<file path="config.mk">
export PLATFORM = sky130hd
export DESIGN_NAME = priority_queue_pool_engine
export DESIGN_NICKNAME = d
export VERILOG_FILES = /design/src/sv/pqpe_pkg.sv /design/src/sv/pqpe_ram.sv /design/src/sv/priority_queue_pool_engine.sv
export SDC_FILE = /design/constraint.sdc
export NUM_CORES = 1
export LEC_CHECK = 0
export BUFFER_PORTS_ARGS = -buffer_cell sky130_fd_sc_hd__buf_4
export CORE_UTILIZATION = 30
export CTS_CLUSTER_SIZE = 24
export DETAILED_ROUTE_END_ITERATION = 10
export GPL_TIMING_DRIVEN = 0
export PLACE_DENSITY_LB_ADDON = 0.08
export SLEW_MARGIN = 10
export SYNTH_ARGS = -nofsm -noshare
export SYNTH_HDL_FRONTEND = slang
export SYNTH_SLANG_ARGS = --single-unit
</file>
<file path="constraint.sdc">
create_clock -name i_clk -period 8.9 [get_ports i_clk]
set_input_delay 1.335 -clock i_clk [delete_from_list [all_inputs] [get_ports i_clk]]
set_output_delay 1.335 -clock i_clk [all_outputs]
set_load 0.03 [all_outputs]
</file>
<file path="src/sv/pqpe_pkg.sv">
// ----------------------------------------------------------------------------
// pqpe_pkg
// Types and constants shared by the priority queue pool engine
// ----------------------------------------------------------------------------
package pqpe_pkg;

    localparam int DEPTH = 16;
    localparam int AW    = $clog2(DEPTH);
    localparam int CW    = 32;
    localparam int PW    = 8;
    localparam int LW    = 5;

    localparam logic [1:0] MODE_ENQ = 2'd0;
    localparam logic [1:0] MODE_DEQ = 2'd1;
    localparam logic [1:0] MODE_REM = 2'd2;
    localparam logic [1:0] MODE_BAD = 2'd3;

    localparam logic [2:0] ST_OK        = 3'd0;
    localparam logic [2:0] ST_FULL      = 3'd1;
    localparam logic [2:0] ST_EMPTY     = 3'd2;
    localparam logic [2:0] ST_NOT_FOUND = 3'd3;
    localparam logic [2:0] ST_REJECTED  = 3'd4;

    localparam logic CFG_CAPACITY   = 1'b0;
    localparam logic CFG_QUEUE_KIND = 1'b1;

    typedef struct packed {
        logic [1:0]    mode;
        logic [CW-1:0] content;
        logic [PW-1:0] priority_req;
    } t_in_item;

    typedef struct packed {
        logic [2:0]    status;
        logic [CW-1:0] out_content;
        logic [PW-1:0] out_priority;
        logic [LW-1:0] level;
    } t_result;

endpackage

</file>
<file path="src/sv/pqpe_ram.sv">
// ----------------------------------------------------------------------------
// pqpe_ram
// Generic single write port, single read port RAM with registered read
// ----------------------------------------------------------------------------
module pqpe_ram #(
    parameter int WIDTH = 8,
    parameter int DEPTH = 16
) (
    input  logic                     i_clk,
    input  logic                     i_we,
    input  logic [$clog2(DEPTH)-1:0] i_waddr,
    input  logic [WIDTH-1:0]         i_wdata,
    input  logic [$clog2(DEPTH)-1:0] i_raddr,
    output logic [WIDTH-1:0]         o_rdata
);

    logic [WIDTH-1:0] r_mem [DEPTH];
    logic [WIDTH-1:0] r_rdata;

    always_ff @(posedge i_clk) begin
        if (i_we) begin
            r_mem[i_waddr] <= i_wdata;
        end
        r_rdata <= r_mem[i_raddr];
    end

    assign o_rdata = r_rdata;

endmodule

</file>
<file path="src/sv/priority_queue_pool_engine.sv">
// ----------------------------------------------------------------------------
// priority_queue_pool_engine
// Linked list priority queue over a fixed pool of node slots
// ----------------------------------------------------------------------------
// Command channel: an item (mode, content, priority) is taken when i_start is
// high and o_busy is low. Each item gives exactly one result on o_result,
// marked by o_valid for one cycle; the receiver cannot stall it.
// Config: i_cfg_we writes i_cfg_data to register i_cfg_index (0 capacity,
// 1 queue kind); write only while idle, the block itself does not enforce it.
// Refused items answer straight from idle. LIFO enqueues, enqueues into an
// empty queue and dequeues pass through one further state (POP or DEQ).
// Ordered enqueue goes through POP and the list walk, plus LINK2 for a middle
// insertion, and remove by content through TCHK and the walk; the walk visits one list node
// a cycle through the registered read port of the node and link RAMs.
// o_busy stays high for the whole item.
// Reset empties the queue, refills the slot pool in order, sets capacity to
// the pool depth and selects ordered mode. The pool needs no clearing pass:
// a low-water mark tells which pool entries still hold their reset slot.
// ----------------------------------------------------------------------------
module priority_queue_pool_engine (
    input  logic                    i_clk,
    input  logic                    i_rst_n,
    input  logic                    i_start,
    input  pqpe_pkg::t_in_item      i_item,
    output logic                    o_busy,
    output logic                    o_valid,
    output pqpe_pkg::t_result       o_result,
    input  logic                    i_cfg_we,
    input  logic                    i_cfg_index,
    input  logic [pqpe_pkg::LW-1:0] i_cfg_data
);

    localparam int AW = pqpe_pkg::AW;
    localparam int CW = pqpe_pkg::CW;
    localparam int PW = pqpe_pkg::PW;
    localparam int LW = pqpe_pkg::LW;

    localparam logic [2:0] S_IDLE  = 3'd0;
    localparam logic [2:0] S_POP   = 3'd1;
    localparam logic [2:0] S_DEQ   = 3'd2;
    localparam logic [2:0] S_TCHK  = 3'd3;
    localparam logic [2:0] S_WALK  = 3'd4;
    localparam logic [2:0] S_LINK2 = 3'd5;

    localparam logic [LW-1:0] FULL_DEPTH = LW'(pqpe_pkg::DEPTH);

    logic [2:0]    r_state, n_state;
    logic [LW-1:0] r_cap;
    logic          r_kind;
    logic [1:0]    r_mode, n_mode;
    logic [CW-1:0] r_c, n_c;
    logic [PW-1:0] r_p, n_p;
    logic [AW-1:0] r_head, n_head, r_tail, n_tail;
    logic [AW-1:0] r_cur, n_cur, r_prev, n_prev, r_s, n_s;
    logic          r_has_prev, n_has_prev, r_hit, n_hit;
    logic [LW-1:0] r_count, n_count, r_fc, n_fc, r_min, n_min, r_i, n_i;
    logic          r_valid;
    pqpe_pkg::t_result r_res;

    logic               fin;
    pqpe_pkg::t_result  res;
    logic [LW-1:0]      full_lvl, fc_m1;
    logic [AW-1:0]      rd_addr, pop_slot;
    logic               node_we, link_we, free_we;
    logic [AW-1:0]      node_wa, link_wa, free_wa;
    logic [CW+PW-1:0]   node_wd, node_rd;
    logic [AW-1:0]      link_wd, link_rd, free_wd, free_rd;
    logic [CW-1:0]      rd_c;
    logic [PW-1:0]      rd_p;
    logic               match;

    assign rd_c     = node_rd[CW+PW-1:PW];
    assign rd_p     = node_rd[PW-1:0];
    assign fc_m1    = r_fc - LW'(1);
    assign pop_slot = (fc_m1 < r_min) ? fc_m1[AW-1:0] : free_rd;
    assign full_lvl = (r_cap == '0) ? LW'(1) : ((r_cap > FULL_DEPTH) ? FULL_DEPTH : r_cap);
    assign match    = r_hit ? (r_cur == r_tail) : (rd_c == r_c);

    pqpe_ram #(.WIDTH(CW + PW), .DEPTH(pqpe_pkg::DEPTH)) u_node_ram (
        .i_clk(i_clk), .i_we(node_we), .i_waddr(node_wa), .i_wdata(node_wd),
        .i_raddr(rd_addr), .o_rdata(node_rd)
    );

    pqpe_ram #(.WIDTH(AW), .DEPTH(pqpe_pkg::DEPTH)) u_link_ram (
        .i_clk(i_clk), .i_we(link_we), .i_waddr(link_wa), .i_wdata(link_wd),
        .i_raddr(rd_addr), .o_rdata(link_rd)
    );

    pqpe_ram #(.WIDTH(AW), .DEPTH(pqpe_pkg::DEPTH)) u_free_ram (
        .i_clk(i_clk), .i_we(free_we), .i_waddr(free_wa), .i_wdata(free_wd),
        .i_raddr(fc_m1[AW-1:0]), .o_rdata(free_rd)
    );

    always_comb begin
        n_state    = r_state;
        n_mode     = r_mode;
        n_c        = r_c;
        n_p        = r_p;
        n_head     = r_head;
        n_tail     = r_tail;
        n_cur      = r_cur;
        n_prev     = r_prev;
        n_s        = r_s;
        n_has_prev = r_has_prev;
        n_hit      = r_hit;
        n_count    = r_count;
        n_fc       = r_fc;
        n_min      = r_min;
        n_i        = r_i;
        rd_addr    = r_cur;
        node_we    = 1'b0;
        node_wa    = r_s;
        node_wd    = {r_c, r_p};
        link_we    = 1'b0;
        link_wa    = r_s;
        link_wd    = r_head;
        free_we    = 1'b0;
        free_wa    = r_fc[AW-1:0];
        free_wd    = r_cur;
        fin        = 1'b0;
        res        = '0;
        unique case (r_state)
            S_IDLE: begin
                n_mode = i_item.mode;
                n_c    = i_item.content;
                n_p    = i_item.priority_req;
                if (i_item.mode == pqpe_pkg::MODE_DEQ) begin
                    rd_addr = r_head;
                end else begin
                    rd_addr = r_tail;
                end
                if (i_start) begin
                    case (i_item.mode)
                        pqpe_pkg::MODE_ENQ: begin
                            if (i_item.content == '0) begin
                                fin = 1'b1;
                                res.status = pqpe_pkg::ST_REJECTED;
                            end else if (r_count >= full_lvl || r_fc == '0) begin
                                fin = 1'b1;
                                res.status = pqpe_pkg::ST_FULL;
                            end else begin
                                n_state = S_POP;
                            end
                        end
                        pqpe_pkg::MODE_DEQ: begin
                            if (r_count == '0) begin
                                fin = 1'b1;
                                res.status = pqpe_pkg::ST_EMPTY;
                            end else begin
                                n_cur   = r_head;
                                n_state = S_DEQ;
                            end
                        end
                        pqpe_pkg::MODE_REM: begin
                            if (i_item.content == '0 || r_kind) begin
                                fin = 1'b1;
                                res.status = pqpe_pkg::ST_REJECTED;
                            end else if (r_count == '0) begin
                                fin = 1'b1;
                                res.status = pqpe_pkg::ST_EMPTY;
                            end else begin
                                n_state = S_TCHK;
                            end
                        end
                        default: begin
                            fin = 1'b1;
                            res.status = pqpe_pkg::ST_REJECTED;
                        end
                    endcase
                end
            end
            S_POP: begin
                n_s     = pop_slot;
                n_fc    = fc_m1;
                n_min   = (fc_m1 < r_min) ? fc_m1 : r_min;
                node_we = 1'b1;
                node_wa = pop_slot;
                link_wa = pop_slot;
                if (r_count == '0) begin
                    n_head = pop_slot;
                    n_tail = pop_slot;
                    n_count = r_count + LW'(1);
                    fin = 1'b1;
                end else if (r_kind) begin
                    link_we = 1'b1;
                    n_head  = pop_slot;
                    n_count = r_count + LW'(1);
                    fin = 1'b1;
                end else begin
                    rd_addr    = r_head;
                    n_cur      = r_head;
                    n_i        = '0;
                    n_has_prev = 1'b0;
                    n_state    = S_WALK;
                end
            end
            S_DEQ: begin
                res.out_content  = rd_c;
                res.out_priority = rd_p;
                n_head  = link_rd;
                n_count = r_count - LW'(1);
                if (n_count == '0) begin
                    n_head = '0;
                    n_tail = '0;
                end
                if (r_fc < FULL_DEPTH) begin
                    free_we = 1'b1;
                    n_fc    = r_fc + LW'(1);
                end
                fin = 1'b1;
            end
            S_TCHK: begin
                n_hit      = (rd_c == r_c);
                rd_addr    = r_head;
                n_cur      = r_head;
                n_i        = '0;
                n_has_prev = 1'b0;
                n_state    = S_WALK;
            end
            S_WALK: begin
                rd_addr = link_rd;
                if (r_mode == pqpe_pkg::MODE_ENQ) begin
                    if (r_i == r_count) begin
                        link_we = 1'b1;
                        link_wa = r_tail;
                        link_wd = r_s;
                        n_tail  = r_s;
                        n_count = r_count + LW'(1);
                        fin = 1'b1;
                    end else if (r_p > rd_p) begin
                        if (!r_has_prev) begin
                            link_we = 1'b1;
                            n_head  = r_s;
                            n_count = r_count + LW'(1);
                            fin = 1'b1;
                        end else begin
                            link_we = 1'b1;
                            link_wa = r_prev;
                            link_wd = r_s;
                            n_state = S_LINK2;
                        end
                    end else begin
                        n_prev     = r_cur;
                        n_has_prev = 1'b1;
                        n_cur      = link_rd;
                        n_i        = r_i + LW'(1);
                    end
                end else begin
                    if (r_i == r_count) begin
                        fin = 1'b1;
                        res.status = pqpe_pkg::ST_NOT_FOUND;
                    end else if (match) begin
                        res.out_content  = rd_c;
                        res.out_priority = rd_p;
                        if (!r_has_prev) begin
                            n_head = link_rd;
                        end else begin
                            link_we = 1'b1;
                            link_wa = r_prev;
                            link_wd = link_rd;
                            if (r_cur == r_tail) begin
                                n_tail = r_prev;
                            end
                        end
                        n_count = r_count - LW'(1);
                        if (n_count == '0) begin
                            n_head = '0;
                            n_tail = '0;
                        end
                        if (r_fc < FULL_DEPTH) begin
                            free_we = 1'b1;
                            n_fc    = r_fc + LW'(1);
                        end
                        fin = 1'b1;
                    end else begin
                        n_prev     = r_cur;
                        n_has_prev = 1'b1;
                        n_cur      = link_rd;
                        n_i        = r_i + LW'(1);
                    end
                end
            end
            S_LINK2: begin
                link_we = 1'b1;
                link_wd = r_cur;
                n_count = r_count + LW'(1);
                fin = 1'b1;
            end
            default: begin
                n_state = S_IDLE;
            end
        endcase
        if (fin) begin
            n_state = S_IDLE;
        end
        res.level = n_count;
    end

    always_ff @(posedge i_clk) begin
        if (!i_rst_n) begin
            r_state <= S_IDLE;
            r_cap   <= FULL_DEPTH;
            r_kind  <= 1'b0;
            r_head  <= '0;
            r_tail  <= '0;
            r_count <= '0;
            r_fc    <= FULL_DEPTH;
            r_min   <= FULL_DEPTH;
            r_valid <= 1'b0;
        end else begin
            r_state <= n_state;
            r_head  <= n_head;
            r_tail  <= n_tail;
            r_count <= n_count;
            r_fc    <= n_fc;
            r_min   <= n_min;
            r_valid <= fin;
            if (i_cfg_we) begin
                if (i_cfg_index == pqpe_pkg::CFG_CAPACITY) begin
                    r_cap <= i_cfg_data;
                end else begin
                    r_kind <= i_cfg_data[0];
                end
            end
        end
    end

    always_ff @(posedge i_clk) begin
        r_mode     <= n_mode;
        r_c        <= n_c;
        r_p        <= n_p;
        r_cur      <= n_cur;
        r_prev     <= n_prev;
        r_s        <= n_s;
        r_has_prev <= n_has_prev;
        r_hit      <= n_hit;
        r_i        <= n_i;
        if (fin) begin
            r_res <= res;
        end
    end

    assign o_busy   = (r_state != S_IDLE);
    assign o_valid  = r_valid;
    assign o_result = r_res;

`ifndef SYNTH
    a_pool_balance: assert property (@(posedge i_clk) disable iff (!i_rst_n)
        (r_state == S_IDLE) |-> ((r_count + r_fc) == FULL_DEPTH))
        else $error("slot pool and queue level out of step");
    a_result_idle: assert property (@(posedge i_clk) disable iff (!i_rst_n)
        o_valid |-> !o_busy)
        else $error("result shown while still busy");
    a_refused_fast: assert property (@(posedge i_clk) disable iff (!i_rst_n)
        (i_start && !o_busy && i_item.mode == pqpe_pkg::MODE_BAD) |=> o_valid)
        else $error("unknown mode not refused at once");
    a_empty_ptrs: assert property (@(posedge i_clk) disable iff (!i_rst_n)
        (r_count == '0) |-> (r_head == '0 && r_tail == '0))
        else $error("empty queue keeps stale pointers");
`endif

endmodule
</file>
### After elaboration in Yosys (flattened, before gate mapping)

Memories as Yosys holds them, arrays and structs flattened. A register that Yosys moved wholly into a read port is not among the register bits.
Index checks and enable logic that the tools add are counted.

| storage, ports and cells | value |
|---|---|
| register bits after elaboration | 142 |
| bits in latches | 0 |
| memory bits (writable) | 768 |
| memory bits (read-only) | 0 |
| bits of input ports | 52 |
| output and inout bits | 50 |
| word-level logic and storage cells | 258 |
| memories kept | 3 |

| operators by class | value |
|---|---|
| add/subtract/negate cells | 5 |
| multipliers | 0 |
| divide/modulo/power cells | 0 |
| $lt $le $gt $ge | 5 |
| equal/unequal tests | 42 |
| shift operators | 0 |
| multiplexer cells | 151 |
| bitwise gates (word level) | 4 |
| reduce and logical (&&, ||, !) cells | 26 |

Memories:

| name | depth | width | read ports | clocked after Yosys merged registers in | wr ports | RTL line | source |
|---|---|---|---|---|---|---|---|
| u_node_ram.r_mem | 16 | 40 | 1 | 1 | 1 | pqpe_ram.sv:17 | `logic [WIDTH-1:0] r_mem [DEPTH];` |
| u_free_ram.r_mem | 16 | 4 | 1 | 1 | 1 | pqpe_ram.sv:17 |  |
| u_link_ram.r_mem | 16 | 4 | 1 | 1 | 1 | pqpe_ram.sv:17 |  |

Operators by type and width:

| operator | count |
|---|---|
| $mux W4 | 51 |
| $mux W5 | 21 |
| $mux W40 | 2 |
| $pmux W40 S2 | 1 |
| $mux W3 | 15 |
| $mux W42 | 1 |
| $ne A3 B3 Y1 const B | 14 |
| $mux W1 | 40 |
| $eq A32 B32 Y1 | 1 |
| $logic_not A32 Y1 | 1 |
| $pmux W4 S4 | 2 |
| $pmux W5 S3 | 2 |
| $ne A2 B2 Y1 const B | 14 |
| $pmux W4 S3 | 2 |
| $logic_not A5 Y1 | 4 |
| $pmux W5 S4 | 1 |
| $pmux W3 S3 | 2 |
| $pmux W4 S2 | 2 |
| $add A5 B1 Y5 const B | 3 |
| $pmux W3 S5 | 1 |
| $reduce_and A14 Y1 | 1 |
| $reduce_and A7 Y1 | 2 |
| $sub A5 B1 Y5 const B | 2 |
| $pmux W1 S3 | 3 |
| other kinds (30) | 45 |

### Longest topological paths before layout

| logic depth | value |
|---|---|
| depth in word-level cells | 11 |
| gate-level depth with buffers | 14 |
| depth with buffers taken out | 13 |

### Modules after synthesis

From an unflattened synthesis, not the netlist that was laid out.

| second synthesis, totals | value |
|---|---|
| cells, all modules | 2,087 |
| area total of the unflattened synthesis | 38,376.8 µm² |

Modules (own cells, without submodules):

| module | instances | cells each | area an instance (µm²) | seq. area each (µm²) |
|---|---|---|---|---|
| pqpe_ram (u_node_ram) | 1 | 1,040 | 25,131.6 | 20,019.2 |
| priority_queue_pool_engine | 1 | 787 | 7,912.6 | 3,893.7 |
| pqpe_ram (u_free_ram ...) | 2 | 130 | 2,666.3 | 2,001.9 |

### Least setup slack after synthesis

OpenSTA, ideal clock, no wires.

| path | value |
|---|---|
| path type | register to register |
| start | register r_fc[0] |
| end | memory u_node_ram.r_mem[12][0] (netlist bit), enable pin |
| arrival | 6.490 ns |
| data required time | 8.413 ns |
| slack | 1.923 ns |
| stages on the path, launching flop included | 15 |
| path buffers | 1 |
| period minus slack after synthesis | 6.977 ns |
| cell sequence | dfxtp_1 > buf_1 > inv_1 > ha_1 > xnor2_1 > inv_1 > ha_1 > a21o_1 > a31oi_1 > o21ai_1 > mux2i_1 > nand2_1 > o21ai_0 > inv_1 > nor3_1 |

| on the way | value |
|---|---|
| word-level cells in the longest chain between the ends | 4 |

Ends and longest elaborated chain:

| element | RTL line | source |
|---|---|---|
| from (decl) | priority_queue_pool_engine.sv:56 | `logic [LW-1:0] r_count, n_count, r_fc, n_fc, r_min, n_min, r_i, n_i;` |
| from (signal assigned) | priority_queue_pool_engine.sv:315 | `r_fc <= n_fc;` |
| $sub A5 B1 Y5 * | priority_queue_pool_engine.sv:74 | `assign fc_m1 = r_fc - LW'(1);` |
| net fc_m1[0] | priority_queue_pool_engine.sv:62 | `logic [LW-1:0] full_lvl, fc_m1;` |
| $lt A5 B5 Y1 | priority_queue_pool_engine.sv:75 | `assign pop_slot = (fc_m1 < r_min) ? fc_m1[AW-1:0] : free_rd;` |
| $mux W4 * | priority_queue_pool_engine.sv:75 |  |
| $mux W4 * | n/a |  |
| to (decl) | pqpe_ram.sv:17 |  |

The timed path passes the listed nets; every way through them passes the cells marked *.

### Worst setup path in the final report

| path | value |
|---|---|
| start | register r_fc[0] |
| end | memory u_node_ram.r_mem[12][22] (netlist bit), enable pin |

The elaborated chain is that of the path after synthesis.

==> impl_metrics.ini <==
[worst_setup_path]
critPathKind = reg -> reg
max_stage_delay_ns = 0.77
cp-end-kind = flip-flop
critPathMaxFanout = 10
cp_cell_sequence = buf_1, inv_1, ha_1, xnor2_1, inv_1, ha_1, a21o_1, a31oi_1, o21ai_1, mux2i_1, nand2_1, o21ai_0, inv_1, nor3_2, buf_4, buf_4, buf_4
cp.arrival_ns = 7.64
start_kind = flip-flop
required_ns = 9.31
crit_slowest_cell = nor3_2

[power]
combPwrFrac = 0.304
p_seq_frac = 0.395
power.internal_mw = 9.402
p_clk_frac = 0.301
leakage_nw = 16.23
p_switching_mw = 5.436
peakVddDrop_mv = 0.1552
p_sw_frac = 0.3664
powerDensity_nw_per_um2 = 320.0

[yosys]
synthCells = 2835
ys.flop_type = edfxtp_1
yosysTopAreaCellShare = 0.6740
yosys.area.top_type = edfxtp_1
synthesis.nets = 2918
synth-async-reset-ratio = 0
yosysUniqueCellTypes = 84
synth_seq_area_share = 0.7177
yosys-top-cells-area = edfxtp_1, nand2_1, dfxtp_1
ys_ff_latch = 958
synth-edff-count = 873
netlist_area_um2 = 38900
synthMostInstantiatedCell = edfxtp_1
yosys_warnings = 0
synthTopCellsByCount = edfxtp_1, nand2_1, a21oi_1
syn_avg_cell_area_um2 = 13.72

[global_routing]
grt_max_degree = 41
grt_usage = 0.2062
antenna_found_initial = 5
grt_pass1_vias = 25934
grt_pass1_wl_um = 192500
grt_overflow = 0

[final_layout]
area_growth_pct = 19.21
nNetsFinal = 3196
fillers = 12243
drive_gt1_frac = 0.1537

[placed_design]
dpl.hpwl_um = 96530
io_buffers = 100
place_congestion = 0.8323

[worst_hold_path]
worstHoldPathType = reg -> reg

[die]
die_area_um2 = 131100
ios = 102
die_height_um = 362.1
core-area_um2 = 128000
initial_core_util = 0.3038
rows = 131
die_x_um = 362.1

[detailed_routing]
ant_nets = 0
drc = 0
wl_per_cell_um = 27.54
routed_wl_um = 136000
drt_iter0_drc = 2460
routed-via-count = 25455
drtPass1Iterations = 6
vias_per_cell = 5.156

[timing]
rsz0062_at_grt = no
setup_viol = 0
fmax_mhz = 138.4
period_needed_ns = 7.224
period_share = 0.8116
tightest_slew_ns = 1.229
slew_headroom = 0.1729
hold_ws_ns = 0.4807
fin_skew_ns = 0.02188
hold_viol_final = 0
tns_ns = 0
drv_slew = 0

[cts]
cts_buffers = 107
path_clk_slew_ns = 0.06
cts_tree = done
root_buffer = clkbuf_16
cts_max_path_buffers = 3
hold_buffers = 0
cts.sinks = 958
cts_resized = 0
cts_max_level = 3
clk-insertion-delay-late_ns = 0.71
cts_setup_buffers = 0

[status]
status = finished, final reports clean

[run]
cap_viol_max_count = 0
-- sequential cells by signal, summed over array words and instances, names as in the netlist, 8 cells and up --
signal              count
u_node_ram.o_rdata     40
u_node_ram.r_mem      640
u_free_ram.r_mem       64
o_result               48
r_c                    32
r_p                     8
u_link_ram.r_mem       64
-- kinds of logic after synthesis --
kind of cell / count (synthesis) / share of synthesized area
flops: 958 / 0.7177
simple gates: 859 / 0.09583
compound gates: 680 / 0.1228
buf+inv: 212 / 0.02432
xor+xnor: 56 / 0.01280
mux: 39 / 0.01660
fa+ha+maj: 31 / 0.009972
-- cell type report --
type | count | area (µm²) | share of cell area
antenna | 1 | 2.502 | 0.00005397
buffer | 175 | 808.3 | 0.01743
clock buffer | 144 | 2940 | 0.06341
clock inverter | 59 | 589.3 | 0.01271
inverter | 37 | 141.4 | 0.003049
multi-input combinational | 1665 | 10160 | 0.2192
sequential | 958 | 27920 | 0.6021
tap | 1729 | 2163 | 0.04666
timing repair buffer | 169 | 1644 | 0.03546
-- stage by stage --
step / std cells / total power, mW / cell area (µm²) / utilization / setup WS, ns
floorplan: 2835 / 8.289 / 38900 / - / 1.923
global placement: 4664 / 10.41 / 41810 / 0.3266 / -3.914
detailed placement: 4733 / 10.49 / 42830 / 0.3346 / 1.513
CTS: 4936 / 15.00 / 46360 / 0.3622 / 1.535
global route: 4936 / 15.48 / 46370 / 0.3622 / 1.060
finish: 4937 / 14.84 / 46370 / 0.3622 / 1.676
-- cell usage in the layout, fill, tap and decap left out, types with 11 or more instances in the layout --
cell,instances
buf_6,19
nor3_1,23
dfxtp_1,85
mux4_2,20
xor2_1,40
o2bb2ai_1,13
a211oi_1,12
clkbuf_16,110
buf_12,11
edfxtp_1,873
a32o_1,13
buf_4,138
xnor2_1,15
mux2i_1,15
a311oi_1,48
nor4_1,17
nand3_1,53
clkinv_1,17
a22o_1,30
o21ai_0,37
a21boi_0,46
a211o_1,48
and2_1,50
ha_1,31
clkinv_2,19
nand2_1,550
a32oi_1,92
nor2_1,82
a21oi_1,253
buf_2,81
clkbuf_1,103
inv_1,34
-- critical path, delay by kind of cell (launching register included) --
kind            cells  cell delay, ns
buf+inv             7            2.23
compound gates      4            1.10
simple gates        2            1.02
mux                 1            0.76
xor+xnor            1            0.68
fa+ha+maj           2            0.67
flops               1            0.45
-- per-layer routing --
metal  part of all wire  track usage  vias up
met5           0.000096            0        -
met4              0.028      0.06140        2
met3              0.050      0.03213      199
met2               0.48       0.3436      827
met1               0.44       0.2759    13067
li1                   -            -    11360
-- power by group through the flow --
stage          registers, mW  logic, mW  clock network (mW)
3_5_place_dp            5.96       4.54                   0
5_1_grt                 5.91       4.84                4.72
6_report                5.86       4.51                4.46
4_1_cts                 5.87       4.56                4.57
2_1_floorplan           5.88       2.41                   0
3_3_place_gp            5.98       4.43                   0
-- worst paths after layout --
| check | to | start | slack (ns) | cells past startpoint |
|---|---|---|---|---|
| worst max-delay path | u_node_ram.r_mem[12][22] | r_fc[0] | 1.68 | 17 |
| worst min-delay path | r_min[4] | r_min[4] | 0.48 | 2 |
| worst max register to register | u_node_ram.r_mem[12][22] | r_fc[0] | 1.68 | 17 |
| worst min register to register | r_min[4] | r_min[4] | 0.48 | 2 |
(Power assumes the default switching activity.)
